--- config.mk ---
export PLATFORM = sky130hd
export DESIGN_NAME = cooperative_task_timer_table_unit
export DESIGN_NICKNAME = d
export VERILOG_FILES = /design/src/cttt_pkg.sv /design/src/cttt_ram.sv /design/src/cttt_out_stage.sv /design/src/cttt_ctrl.sv /design/src/cooperative_task_timer_table_unit.sv
export SDC_FILE = /design/constraint.sdc
export NUM_CORES = 1
export LEC_CHECK = 0
export ABC_AREA = 1
export BUFFER_PORTS_ARGS = -buffer_cell sky130_fd_sc_hd__buf_2
export CELL_PAD_IN_SITES_DETAIL_PLACEMENT = 1
export CELL_PAD_IN_SITES_GLOBAL_PLACEMENT = 2
export CORE_AREA = 2 2 311 313
export CTS_BUF_LIST = sky130_fd_sc_hd__clkbuf_8
export DETAILED_ROUTE_END_ITERATION = 16
export DIE_AREA = 0 0 313 315
export GPL_ROUTABILITY_DRIVEN = 0
export HOLD_SLACK_MARGIN = 0.12
export PLACE_DENSITY_LB_ADDON = 0.1
export SYNTH_ARGS = -nofsm -noshare
export SYNTH_HDL_FRONTEND = slang
export SYNTH_SLANG_ARGS = --single-unit
--- constraint.sdc ---
create_clock -name aclk -period 17.4 [get_ports aclk]
set_clock_uncertainty 0.15 [all_clocks]
set_input_delay 3.48 -clock aclk [delete_from_list [all_inputs] [get_ports aclk]]
set_output_delay 3.48 -clock aclk [all_outputs]
set_load 0.02 [all_outputs]
--- src/cttt_pkg.sv ---
// Shared types and constants of the cooperative task timer table.
`default_nettype none

package cttt_pkg;

    // Table geometry.
    localparam int TASK_SLOTS  = 8;
    localparam int SLOT_W      = (TASK_SLOTS > 1) ? $clog2(TASK_SLOTS) : 1;
    localparam int MAX_RESULTS = 8;
    localparam int CNT_W       = $clog2(MAX_RESULTS + 1);

    // Field widths.
    localparam int CMD_W     = 2;
    localparam int HANDLE_W  = 16;
    localparam int TIME_W    = 32;
    localparam int INDEX_W   = 3;
    localparam int PEND_W    = 8;
    localparam int KIND_W    = 3;
    localparam int SLOTNUM_W = 4;

    // Slot number reported when no slot is concerned.
    localparam logic [SLOTNUM_W-1:0] NO_SLOT = 4'd8;
    localparam logic [PEND_W-1:0]    PEND_MAX = 8'hFF;

    // Request commands.
    typedef enum logic [CMD_W-1:0] {
        CMD_TICK     = 2'd0,
        CMD_ADD      = 2'd1,
        CMD_DELETE   = 2'd2,
        CMD_DISPATCH = 2'd3
    } cmd_e;

    // Result kinds.
    typedef enum logic [KIND_W-1:0] {
        KIND_ADDED       = 3'd0,
        KIND_FULL        = 3'd1,
        KIND_DELETED     = 3'd2,
        KIND_ZERO_HANDLE = 3'd3,
        KIND_DUE         = 3'd4,
        KIND_NONE_DUE    = 3'd5
    } kind_e;

    // Sequencer states.
    typedef enum logic {
        ST_IDLE,
        ST_SCAN
    } state_e;

    // One slot record as stored in the table memory.
    typedef struct packed {
        logic [HANDLE_W-1:0] handle;
        logic [TIME_W-1:0]   delay;
        logic [TIME_W-1:0]   period;
        logic [PEND_W-1:0]   pending;
    } slot_rec_t;

    localparam int REC_W = $bits(slot_rec_t);

    // One result item.
    typedef struct packed {
        kind_e                kind;
        logic [SLOTNUM_W-1:0] slot;
        logic [HANDLE_W-1:0]  handle;
        logic                 last;
    } result_t;

    // Access request from the sequencer to the table memory.
    typedef struct packed {
        logic              re;
        logic [SLOT_W-1:0] raddr;
        logic              we;
        logic [SLOT_W-1:0] waddr;
        slot_rec_t         wdata;
    } ram_req_t;

endpackage

`default_nettype wire

--- src/cttt_ram.sv ---
// Simple dual-port RAM with one write port and one registered read port.
`default_nettype none

module cttt_ram #(
    parameter int DEPTH = 8,
    parameter int WIDTH = 8
) (
    input  wire logic                                     aclk,
    input  wire logic                                     re,
    input  wire logic [((DEPTH > 1) ? $clog2(DEPTH) : 1)-1:0] raddr,
    input  wire logic                                     we,
    input  wire logic [((DEPTH > 1) ? $clog2(DEPTH) : 1)-1:0] waddr,
    input  wire logic [WIDTH-1:0]                         wdata,
    output logic      [WIDTH-1:0]                         rdata
);

    logic [WIDTH-1:0] mem [DEPTH];

    // Write port.
    always_ff @(posedge aclk) begin
        if (we) begin
            mem[waddr] <= wdata;
        end
    end

    // Read port; the data holds while no read is enabled.
    always_ff @(posedge aclk) begin
        if (re) begin
            rdata <= mem[raddr];
        end
    end

endmodule

`default_nettype wire

--- src/cttt_out_stage.sv ---
// Result register that parts the sequencer from the result channel.
`default_nettype none

module cttt_out_stage
    import cttt_pkg::*;
(
    input  wire logic    aclk,
    input  wire logic    aresetn,
    input  wire logic    in_valid,
    input  result_t      in_data,
    output logic         in_ready,
    output logic         out_valid,
    output result_t      out_data,
    input  wire logic    out_ready
);

    logic    valid_reg;
    logic    valid_next;
    result_t data_reg;

    // A new result may enter when the register is empty or being drained.
    always_comb begin
        in_ready   = !valid_reg || out_ready;
        valid_next = valid_reg;
        if (in_ready) begin
            valid_next = in_valid;
        end
    end

    always_ff @(posedge aclk) begin
        if (!aresetn) begin
            valid_reg <= 1'b0;
        end else begin
            valid_reg <= valid_next;
        end
    end

    // Payload needs no reset.
    always_ff @(posedge aclk) begin
        if (in_ready && in_valid) begin
            data_reg <= in_data;
        end
    end

    assign out_valid = valid_reg;
    assign out_data  = data_reg;

endmodule

`default_nettype wire

--- src/cttt_ctrl.sv ---
// Sequencer: takes requests, scans the slot table and forms results.
`default_nettype none

module cttt_ctrl
    import cttt_pkg::*;
(
    input  wire logic                aclk,
    input  wire logic                aresetn,
    input  wire logic                req_valid,
    output logic                     req_ready,
    input  wire logic [CMD_W-1:0]    req_cmd,
    input  wire logic [HANDLE_W-1:0] req_handle,
    input  wire logic [TIME_W-1:0]   req_delay,
    input  wire logic [TIME_W-1:0]   req_period,
    input  wire logic [INDEX_W-1:0]  req_index,
    output ram_req_t                 ram_req,
    input  slot_rec_t                ram_rdata,
    output logic                     res_valid,
    output result_t                  res_data,
    input  wire logic                res_ready
);

    state_e                  state_reg, state_next;
    logic                    disp_reg, disp_next;
    logic [TASK_SLOTS-1:0]   occ_reg, occ_next;
    logic [TASK_SLOTS-1:0]   pnz_reg, pnz_next;
    logic [SLOT_W:0]         rd_idx_reg, rd_idx_next;
    logic                    proc_valid_reg, proc_valid_next;
    logic [SLOT_W-1:0]       proc_idx_reg, proc_idx_next;
    logic [CNT_W-1:0]        cnt_reg, cnt_next;

    cmd_e                    cmd;
    slot_rec_t               rec;
    slot_rec_t               upd;
    logic                    higher_due;
    logic                    due;
    logic                    stall;
    logic                    cap_hit;
    logic                    free_found;
    logic [SLOT_W-1:0]       free_idx;
    logic [SLOT_W-1:0]       del_idx;
    logic                    del_in_range;

    assign cmd = cmd_e'(req_cmd);

    // A free slot's memory contents are stale; it reads as all zero.
    assign rec = occ_reg[proc_idx_reg] ? ram_rdata : '0;

    // Lowest free slot.
    always_comb begin
        free_found = 1'b0;
        free_idx   = '0;
        for (int i = 0; i < TASK_SLOTS; i++) begin
            if (!occ_reg[i] && !free_found) begin
                free_found = 1'b1;
                free_idx   = SLOT_W'(i);
            end
        end
    end

    // Any slot above the one in hand with pending work.
    always_comb begin
        higher_due = 1'b0;
        for (int i = 0; i < TASK_SLOTS; i++) begin
            if (SLOT_W'(i) > proc_idx_reg && pnz_reg[i]) begin
                higher_due = 1'b1;
            end
        end
    end

    assign del_idx      = SLOT_W'(req_index);
    assign del_in_range = 32'(req_index) < TASK_SLOTS;
    assign due          = disp_reg && proc_valid_reg && pnz_reg[proc_idx_reg];
    assign stall        = due && !res_ready;
    assign cap_hit      = disp_reg && (cnt_reg == CNT_W'(MAX_RESULTS));

    // Next state, memory accesses and results.
    always_comb begin
        state_next      = state_reg;
        disp_next       = disp_reg;
        occ_next        = occ_reg;
        pnz_next        = pnz_reg;
        rd_idx_next     = rd_idx_reg;
        proc_valid_next = proc_valid_reg;
        proc_idx_next   = proc_idx_reg;
        cnt_next        = cnt_reg;
        ram_req         = '0;
        res_valid       = 1'b0;
        res_data        = '0;
        req_ready       = 1'b0;
        upd             = rec;

        unique case (state_reg)
            ST_IDLE: begin
                req_ready = res_ready;
                if (req_valid && res_ready) begin
                    res_data.last = 1'b1;
                    res_data.slot = NO_SLOT;
                    unique case (cmd)
                        CMD_TICK: begin
                            state_next      = ST_SCAN;
                            disp_next       = 1'b0;
                            rd_idx_next     = '0;
                            proc_valid_next = 1'b0;
                            cnt_next        = '0;
                        end
                        CMD_ADD: begin
                            res_valid = 1'b1;
                            if (req_handle == '0) begin
                                res_data.kind = KIND_ZERO_HANDLE;
                            end else if (!free_found) begin
                                res_data.kind = KIND_FULL;
                            end else begin
                                ram_req.we            = 1'b1;
                                ram_req.waddr         = free_idx;
                                ram_req.wdata.handle  = req_handle;
                                ram_req.wdata.delay   = req_delay;
                                ram_req.wdata.period  = req_period;
                                ram_req.wdata.pending = '0;
                                occ_next[free_idx]    = 1'b1;
                                pnz_next[free_idx]    = 1'b0;
                                res_data.kind         = KIND_ADDED;
                                res_data.slot         = SLOTNUM_W'(free_idx);
                            end
                        end
                        CMD_DELETE: begin
                            res_valid     = 1'b1;
                            res_data.kind = KIND_DELETED;
                            res_data.slot = SLOTNUM_W'(req_index);
                            // Clearing occupancy makes the entry read as zero.
                            if (del_in_range) begin
                                occ_next[del_idx] = 1'b0;
                                pnz_next[del_idx] = 1'b0;
                            end
                        end
                        CMD_DISPATCH: begin
                            if (pnz_reg == '0) begin
                                res_valid     = 1'b1;
                                res_data.kind = KIND_NONE_DUE;
                            end else begin
                                state_next      = ST_SCAN;
                                disp_next       = 1'b1;
                                rd_idx_next     = '0;
                                proc_valid_next = 1'b0;
                                cnt_next        = '0;
                            end
                        end
                        default: ;
                    endcase
                end
            end

            ST_SCAN: begin
                if (cap_hit) begin
                    // Result limit reached; later slots keep their work.
                    state_next      = ST_IDLE;
                    proc_valid_next = 1'b0;
                end else if (!stall) begin
                    // Finish the slot whose record arrived this cycle.
                    if (proc_valid_reg) begin
                        if (disp_reg) begin
                            if (pnz_reg[proc_idx_reg]) begin
                                res_valid       = 1'b1;
                                res_data.kind   = KIND_DUE;
                                res_data.slot   = SLOTNUM_W'(proc_idx_reg);
                                res_data.handle = rec.handle;
                                res_data.last   = !higher_due ||
                                                  (cnt_reg == CNT_W'(MAX_RESULTS - 1));
                                cnt_next        = cnt_reg + CNT_W'(1);
                                if (rec.period == '0) begin
                                    occ_next[proc_idx_reg] = 1'b0;
                                    pnz_next[proc_idx_reg] = 1'b0;
                                end else begin
                                    upd.pending   = rec.pending - PEND_W'(1);
                                    ram_req.we    = 1'b1;
                                    ram_req.waddr = proc_idx_reg;
                                    ram_req.wdata = upd;
                                    pnz_next[proc_idx_reg] = (rec.pending != PEND_W'(1));
                                end
                            end
                        end else if (occ_reg[proc_idx_reg]) begin
                            if (rec.delay == '0) begin
                                if (rec.pending != PEND_MAX) begin
                                    upd.pending = rec.pending + PEND_W'(1);
                                end
                                if (rec.period != '0) begin
                                    upd.delay = rec.period;
                                end
                                pnz_next[proc_idx_reg] = 1'b1;
                            end else begin
                                upd.delay = rec.delay - TIME_W'(1);
                            end
                            ram_req.we    = 1'b1;
                            ram_req.waddr = proc_idx_reg;
                            ram_req.wdata = upd;
                        end
                    end

                    // Fetch the next slot, or end after the last one.
                    if (rd_idx_reg == (SLOT_W + 1)'(TASK_SLOTS)) begin
                        state_next      = ST_IDLE;
                        proc_valid_next = 1'b0;
                    end else begin
                        ram_req.re      = 1'b1;
                        ram_req.raddr   = rd_idx_reg[SLOT_W-1:0];
                        proc_valid_next = 1'b1;
                        proc_idx_next   = rd_idx_reg[SLOT_W-1:0];
                        rd_idx_next     = rd_idx_reg + (SLOT_W + 1)'(1);
                    end
                end
            end

            default: ;
        endcase
    end

    // Control state.
    always_ff @(posedge aclk) begin
        if (!aresetn) begin
            state_reg      <= ST_IDLE;
            occ_reg        <= '0;
            pnz_reg        <= '0;
            proc_valid_reg <= 1'b0;
            disp_reg       <= 1'b0;
            rd_idx_reg     <= '0;
            cnt_reg        <= '0;
        end else begin
            state_reg      <= state_next;
            occ_reg        <= occ_next;
            pnz_reg        <= pnz_next;
            proc_valid_reg <= proc_valid_next;
            disp_reg       <= disp_next;
            rd_idx_reg     <= rd_idx_next;
            cnt_reg        <= cnt_next;
        end
    end

    always_ff @(posedge aclk) begin
        proc_idx_reg <= proc_idx_next;
    end

    // Pending work is only ever held by an occupied slot.
    assert property (@(posedge aclk) disable iff (!aresetn)
        (pnz_reg & ~occ_reg) == '0)
        else $error("pending flag set on a free slot");

    // The scan never writes the entry it is reading in the same cycle.
    assert property (@(posedge aclk) disable iff (!aresetn)
        !(ram_req.we && ram_req.re && (ram_req.waddr == ram_req.raddr)))
        else $error("read and write to the same slot in one cycle");

    // A result is only offered when the result register can take it.
    assert property (@(posedge aclk) disable iff (!aresetn)
        res_valid |-> res_ready)
        else $error("result pushed into a full result register");

    // The slot in hand is always the one fetched just before.
    assert property (@(posedge aclk) disable iff (!aresetn)
        proc_valid_reg |-> (rd_idx_reg == {1'b0, proc_idx_reg} + (SLOT_W + 1)'(1)))
        else $error("scan fetch and process indexes out of step");

endmodule

`default_nettype wire

--- src/cooperative_task_timer_table_unit.sv ---
// Top level of the cooperative task timer table.
// Add, delete and a dispatch with nothing due give their result in the cycle after
// the request is accepted, one such request a cycle while the result register can take
// it. Tick and dispatch scan the table memory one slot a cycle, pausing while a due
// result waits on the result register, and take no new request until the scan ends.
// Reset clears occupancy and pending flags at once; the memory is not cleared, free
// slots read as zero, so no clearing pass follows reset.
`default_nettype none

module cooperative_task_timer_table_unit
    import cttt_pkg::*;
(
    input  wire logic                 aclk,
    input  wire logic                 aresetn,
    input  wire logic                 s_valid,
    output logic                      s_ready,
    input  wire logic [CMD_W-1:0]     s_cmd,
    input  wire logic [HANDLE_W-1:0]  s_task_handle,
    input  wire logic [TIME_W-1:0]    s_start_delay,
    input  wire logic [TIME_W-1:0]    s_repeat_period,
    input  wire logic [INDEX_W-1:0]   s_slot_index,
    output logic                      m_valid,
    input  wire logic                 m_ready,
    output logic [KIND_W-1:0]         m_result_kind,
    output logic [SLOTNUM_W-1:0]      m_slot_number,
    output logic [HANDLE_W-1:0]       m_due_handle,
    output logic                      m_last_of_run
);

    ram_req_t          ram_req;
    logic [REC_W-1:0]  ram_rdata;
    logic              res_valid;
    result_t           res_data;
    logic              res_ready;
    result_t           out_data;

    // Request sequencer.
    cttt_ctrl u_ctrl (
        .aclk       (aclk),
        .aresetn    (aresetn),
        .req_valid  (s_valid),
        .req_ready  (s_ready),
        .req_cmd    (s_cmd),
        .req_handle (s_task_handle),
        .req_delay  (s_start_delay),
        .req_period (s_repeat_period),
        .req_index  (s_slot_index),
        .ram_req    (ram_req),
        .ram_rdata  (slot_rec_t'(ram_rdata)),
        .res_valid  (res_valid),
        .res_data   (res_data),
        .res_ready  (res_ready)
    );

    // Slot table memory.
    cttt_ram #(
        .DEPTH (TASK_SLOTS),
        .WIDTH (REC_W)
    ) u_ram (
        .aclk  (aclk),
        .re    (ram_req.re),
        .raddr (ram_req.raddr),
        .we    (ram_req.we),
        .waddr (ram_req.waddr),
        .wdata (ram_req.wdata),
        .rdata (ram_rdata)
    );

    // Result register.
    cttt_out_stage u_out (
        .aclk      (aclk),
        .aresetn   (aresetn),
        .in_valid  (res_valid),
        .in_data   (res_data),
        .in_ready  (res_ready),
        .out_valid (m_valid),
        .out_data  (out_data),
        .out_ready (m_ready)
    );

    assign m_result_kind = out_data.kind;
    assign m_slot_number = out_data.slot;
    assign m_due_handle  = out_data.handle;
    assign m_last_of_run = out_data.last;

endmodule

`default_nettype wire
==> metrics <==
outcome=finished clean; Biggest register=u_ram.mem; # Max-Cap Violations=0; Hold Violations, Final=0; clk sinks=847; die footprint=98600 um2; most common flop cell mapped by yosys=edfxtp_1; syn avg cell area=11.2 um2; max FFs per register=704; clock share of power=0.393; global-route usage over all layers=0.240; Synth Area in Compound Gates=0.112; HP Class=reg2reg; post-layout min period=7770 ps; post-synthesis sequential area ratio=0.667; worst flop-to-flop path startpoint=u_ctrl.proc_idx_reg[2]$_DFFE_PP_; CTS root buf=clkbuf_8; hold buffers post-CTS=0; CP Class=in2reg; final wirelength=118 mm; Starting Density=0.394; FF+latch count, synth=847; part of the power in registers=0.526; max-slew violations=0; Pint=0.00321 W; Synth Area in XOR/XNOR=0.00534; static leakage=14.5 nW; die height=315 um; Net Sw Frac=0.256; Routed Antenna Nets=0; CP required=17680 ps; largest family of logic cells by synthesized area=simple AND/OR/NAND/NOR gates; initial antenna violation count=1; worst skew pair latency=820 ps; cell area after layout=42200 um2; DRT iter0 DRCs=1872; total grt overflow=0; distinct cell type count after synthesis=46; port bufs=114; Post-CTS Resized=0; Syn Nets=3462; mux contribution to synthesized area=0; layout cell share with drive strength beyond 1=0.164; ys async rst share=0; Num CTS Buffers=152; CP Launch Type=primary input; vias=26400; H-tree levels=4; routed len/inst=24.3 um; CTS tree=yes; logic gate share of total power=0.080; Synth Area in Adders=0.00431; Pre-antenna DRT Iters=7; # setup viols final=0; Worst Max-Slew Pin Slew=1190 ps; Cells after Synth=3360; Post-CTS Setup Inserts=0; Design Power=0.00432 W; RSZ-0062 raised after global routing=no; die width=313 um; row cnt=114; maximum fanout along the worst path=68; routed vias/inst=5.41; Clock Path Buffers=3; Slew headroom=0.209; layout filler cell count=10300; Post-synth EDFFs=819; Synth warnings=0; post-layout net count=3584; utilization after layout=0.441; largest net degree at the start of global routing=201; period utilization=0.447; hpwl dp=70.5 mm; synthesized area=37700 um2; PwrDens=102 nW/um2; clk slew on worst S/H paths=60 ps; Post-DP Area=39500 um2; Hold Crit Start=u_ctrl.proc_valid_reg$_SDFFE_PN0P_; post-route setup TNS=0 ps; core area=95700 um2; IO Pins=115; crit path from=s_task_handle[1]; Psw=0.00111 W; CP Capture Type=register; synthesis-to-layout area growth=11.7%; Post-Synth Simple-Gate Area=0.176; DRC=0; first-pass GRT wire length=178 mm; VDD IR-drop max=72.5 uV; vias in the first global route=27900; Max Clock Freq=129 MHz; Crit path arrival time=8050 ps
final cells by class:
type,count,area (um2),share of cell area
sequential,847,25200,0.597
tap,1276,1600,0.0379
timing repair buffer,158,913,0.0217
antenna,5,12.5,0.000297
multi-input combinational,2199,11300,0.268
inverter,124,478,0.0113
clock buffer,158,2170,0.0516
clock inverter,110,522,0.0124
synth_stat cells, drive strengths merged (6+ instances only):
master | instances | area, um2
dfxtp | 28 | 561
o21ai | 463 | 2330
or2 | 352 | 2200
nand2 | 765 | 2950
inv | 121 | 457
ha | 13 | 163
o41ai | 10 | 87.6
a31oi | 6 | 37.5
nor2 | 161 | 664
a21oi | 49 | 245
buf | 83 | 492
nand4 | 24 | 150
o211ai | 177 | 1330
edfxtp | 819 | 24600
o22ai | 19 | 119
clkbuf | 107 | 402
nor3 | 13 | 70.1
xor2 | 19 | 166
nand3 | 106 | 536
stage by stage:
step	setup WS, ps	hold WS (ps)	instances
after global placement	8890	304	4604
after global routing	9330	359	4876
after detailed placement	8710	312	4604
after floorplan	8380	281	3360
final	9630	323	4877
after CTS	9580	322	4872
cell families after synthesis:
logic type,Yosys count
and+or+nand+nor,1430
buffers and inverters,314
xor gates and xnor gates,23
AOI/OAI and AO/OA,733
adders and majority gates,13
DFF,847
power groups by stage:
stage	Combinational (W)	Clock [W]	Sequential, W
final	0.000348	0.00170	0.00227
after global routing	0.000386	0.00184	0.00227
after CTS	0.000349	0.00175	0.00227
after detailed placement	0.000348	0	0.00231
after global placement	0.000342	0	0.00231
after floorplan	0.000216	0	0.00231
final timing paths:
kind	endpoint	slack, ps	cells after the start
setup / recovery	u_ram.mem[7][6]$_DFFE_PP_	9630	14
hold / removal	u_ctrl.proc_valid_reg$_SDFFE_PN0P_	320	2
setup reg to reg	u_ram.mem[7][6]$_DFFE_PP_	9910	21
hold reg to reg	u_ctrl.proc_valid_reg$_SDFFE_PN0P_	320	2
worst max-delay path, stage by stage:
cell and delay (ps):
buf_2 80, inv_1 50, nand3_1 190, nor3b_1 180, nor2_1 160, nand2_1 140, nor2_4 100, buf_4 720
nand2_1 200, nand2_1 330, inv_1 260, nor2_4 730, buf_4 730, buf_4 630
routing by layer:
| layer | share of wire | global-route usage |
|---|---|---|
| met1 | 0.45 | 0.321 |
| met3 | 0.041 | 0.0387 |
| met4 | 0.018 | 0.0673 |
| met5 | 0 | 0 |
| met2 | 0.49 | 0.406 |
layout by cell type (no fill, tap or decap), drive strengths merged, types with 5 or more instances in the layout:
cell type / n
nand4: 24
o22ai: 19
o41ai: 10
dfxtp: 28
a21oi: 49
clkinv: 54
ha: 13
or2: 352
edfxtp: 819
a31oi: 6
xor2: 19
buf: 158
nor3: 13
nand2: 765
clkbuf: 158
o21ai: 463
diode: 5
nor2: 161
nand3: 106
o211ai: 177
inv: 174
No activity file was read; power rests on OpenSTA's default activity.
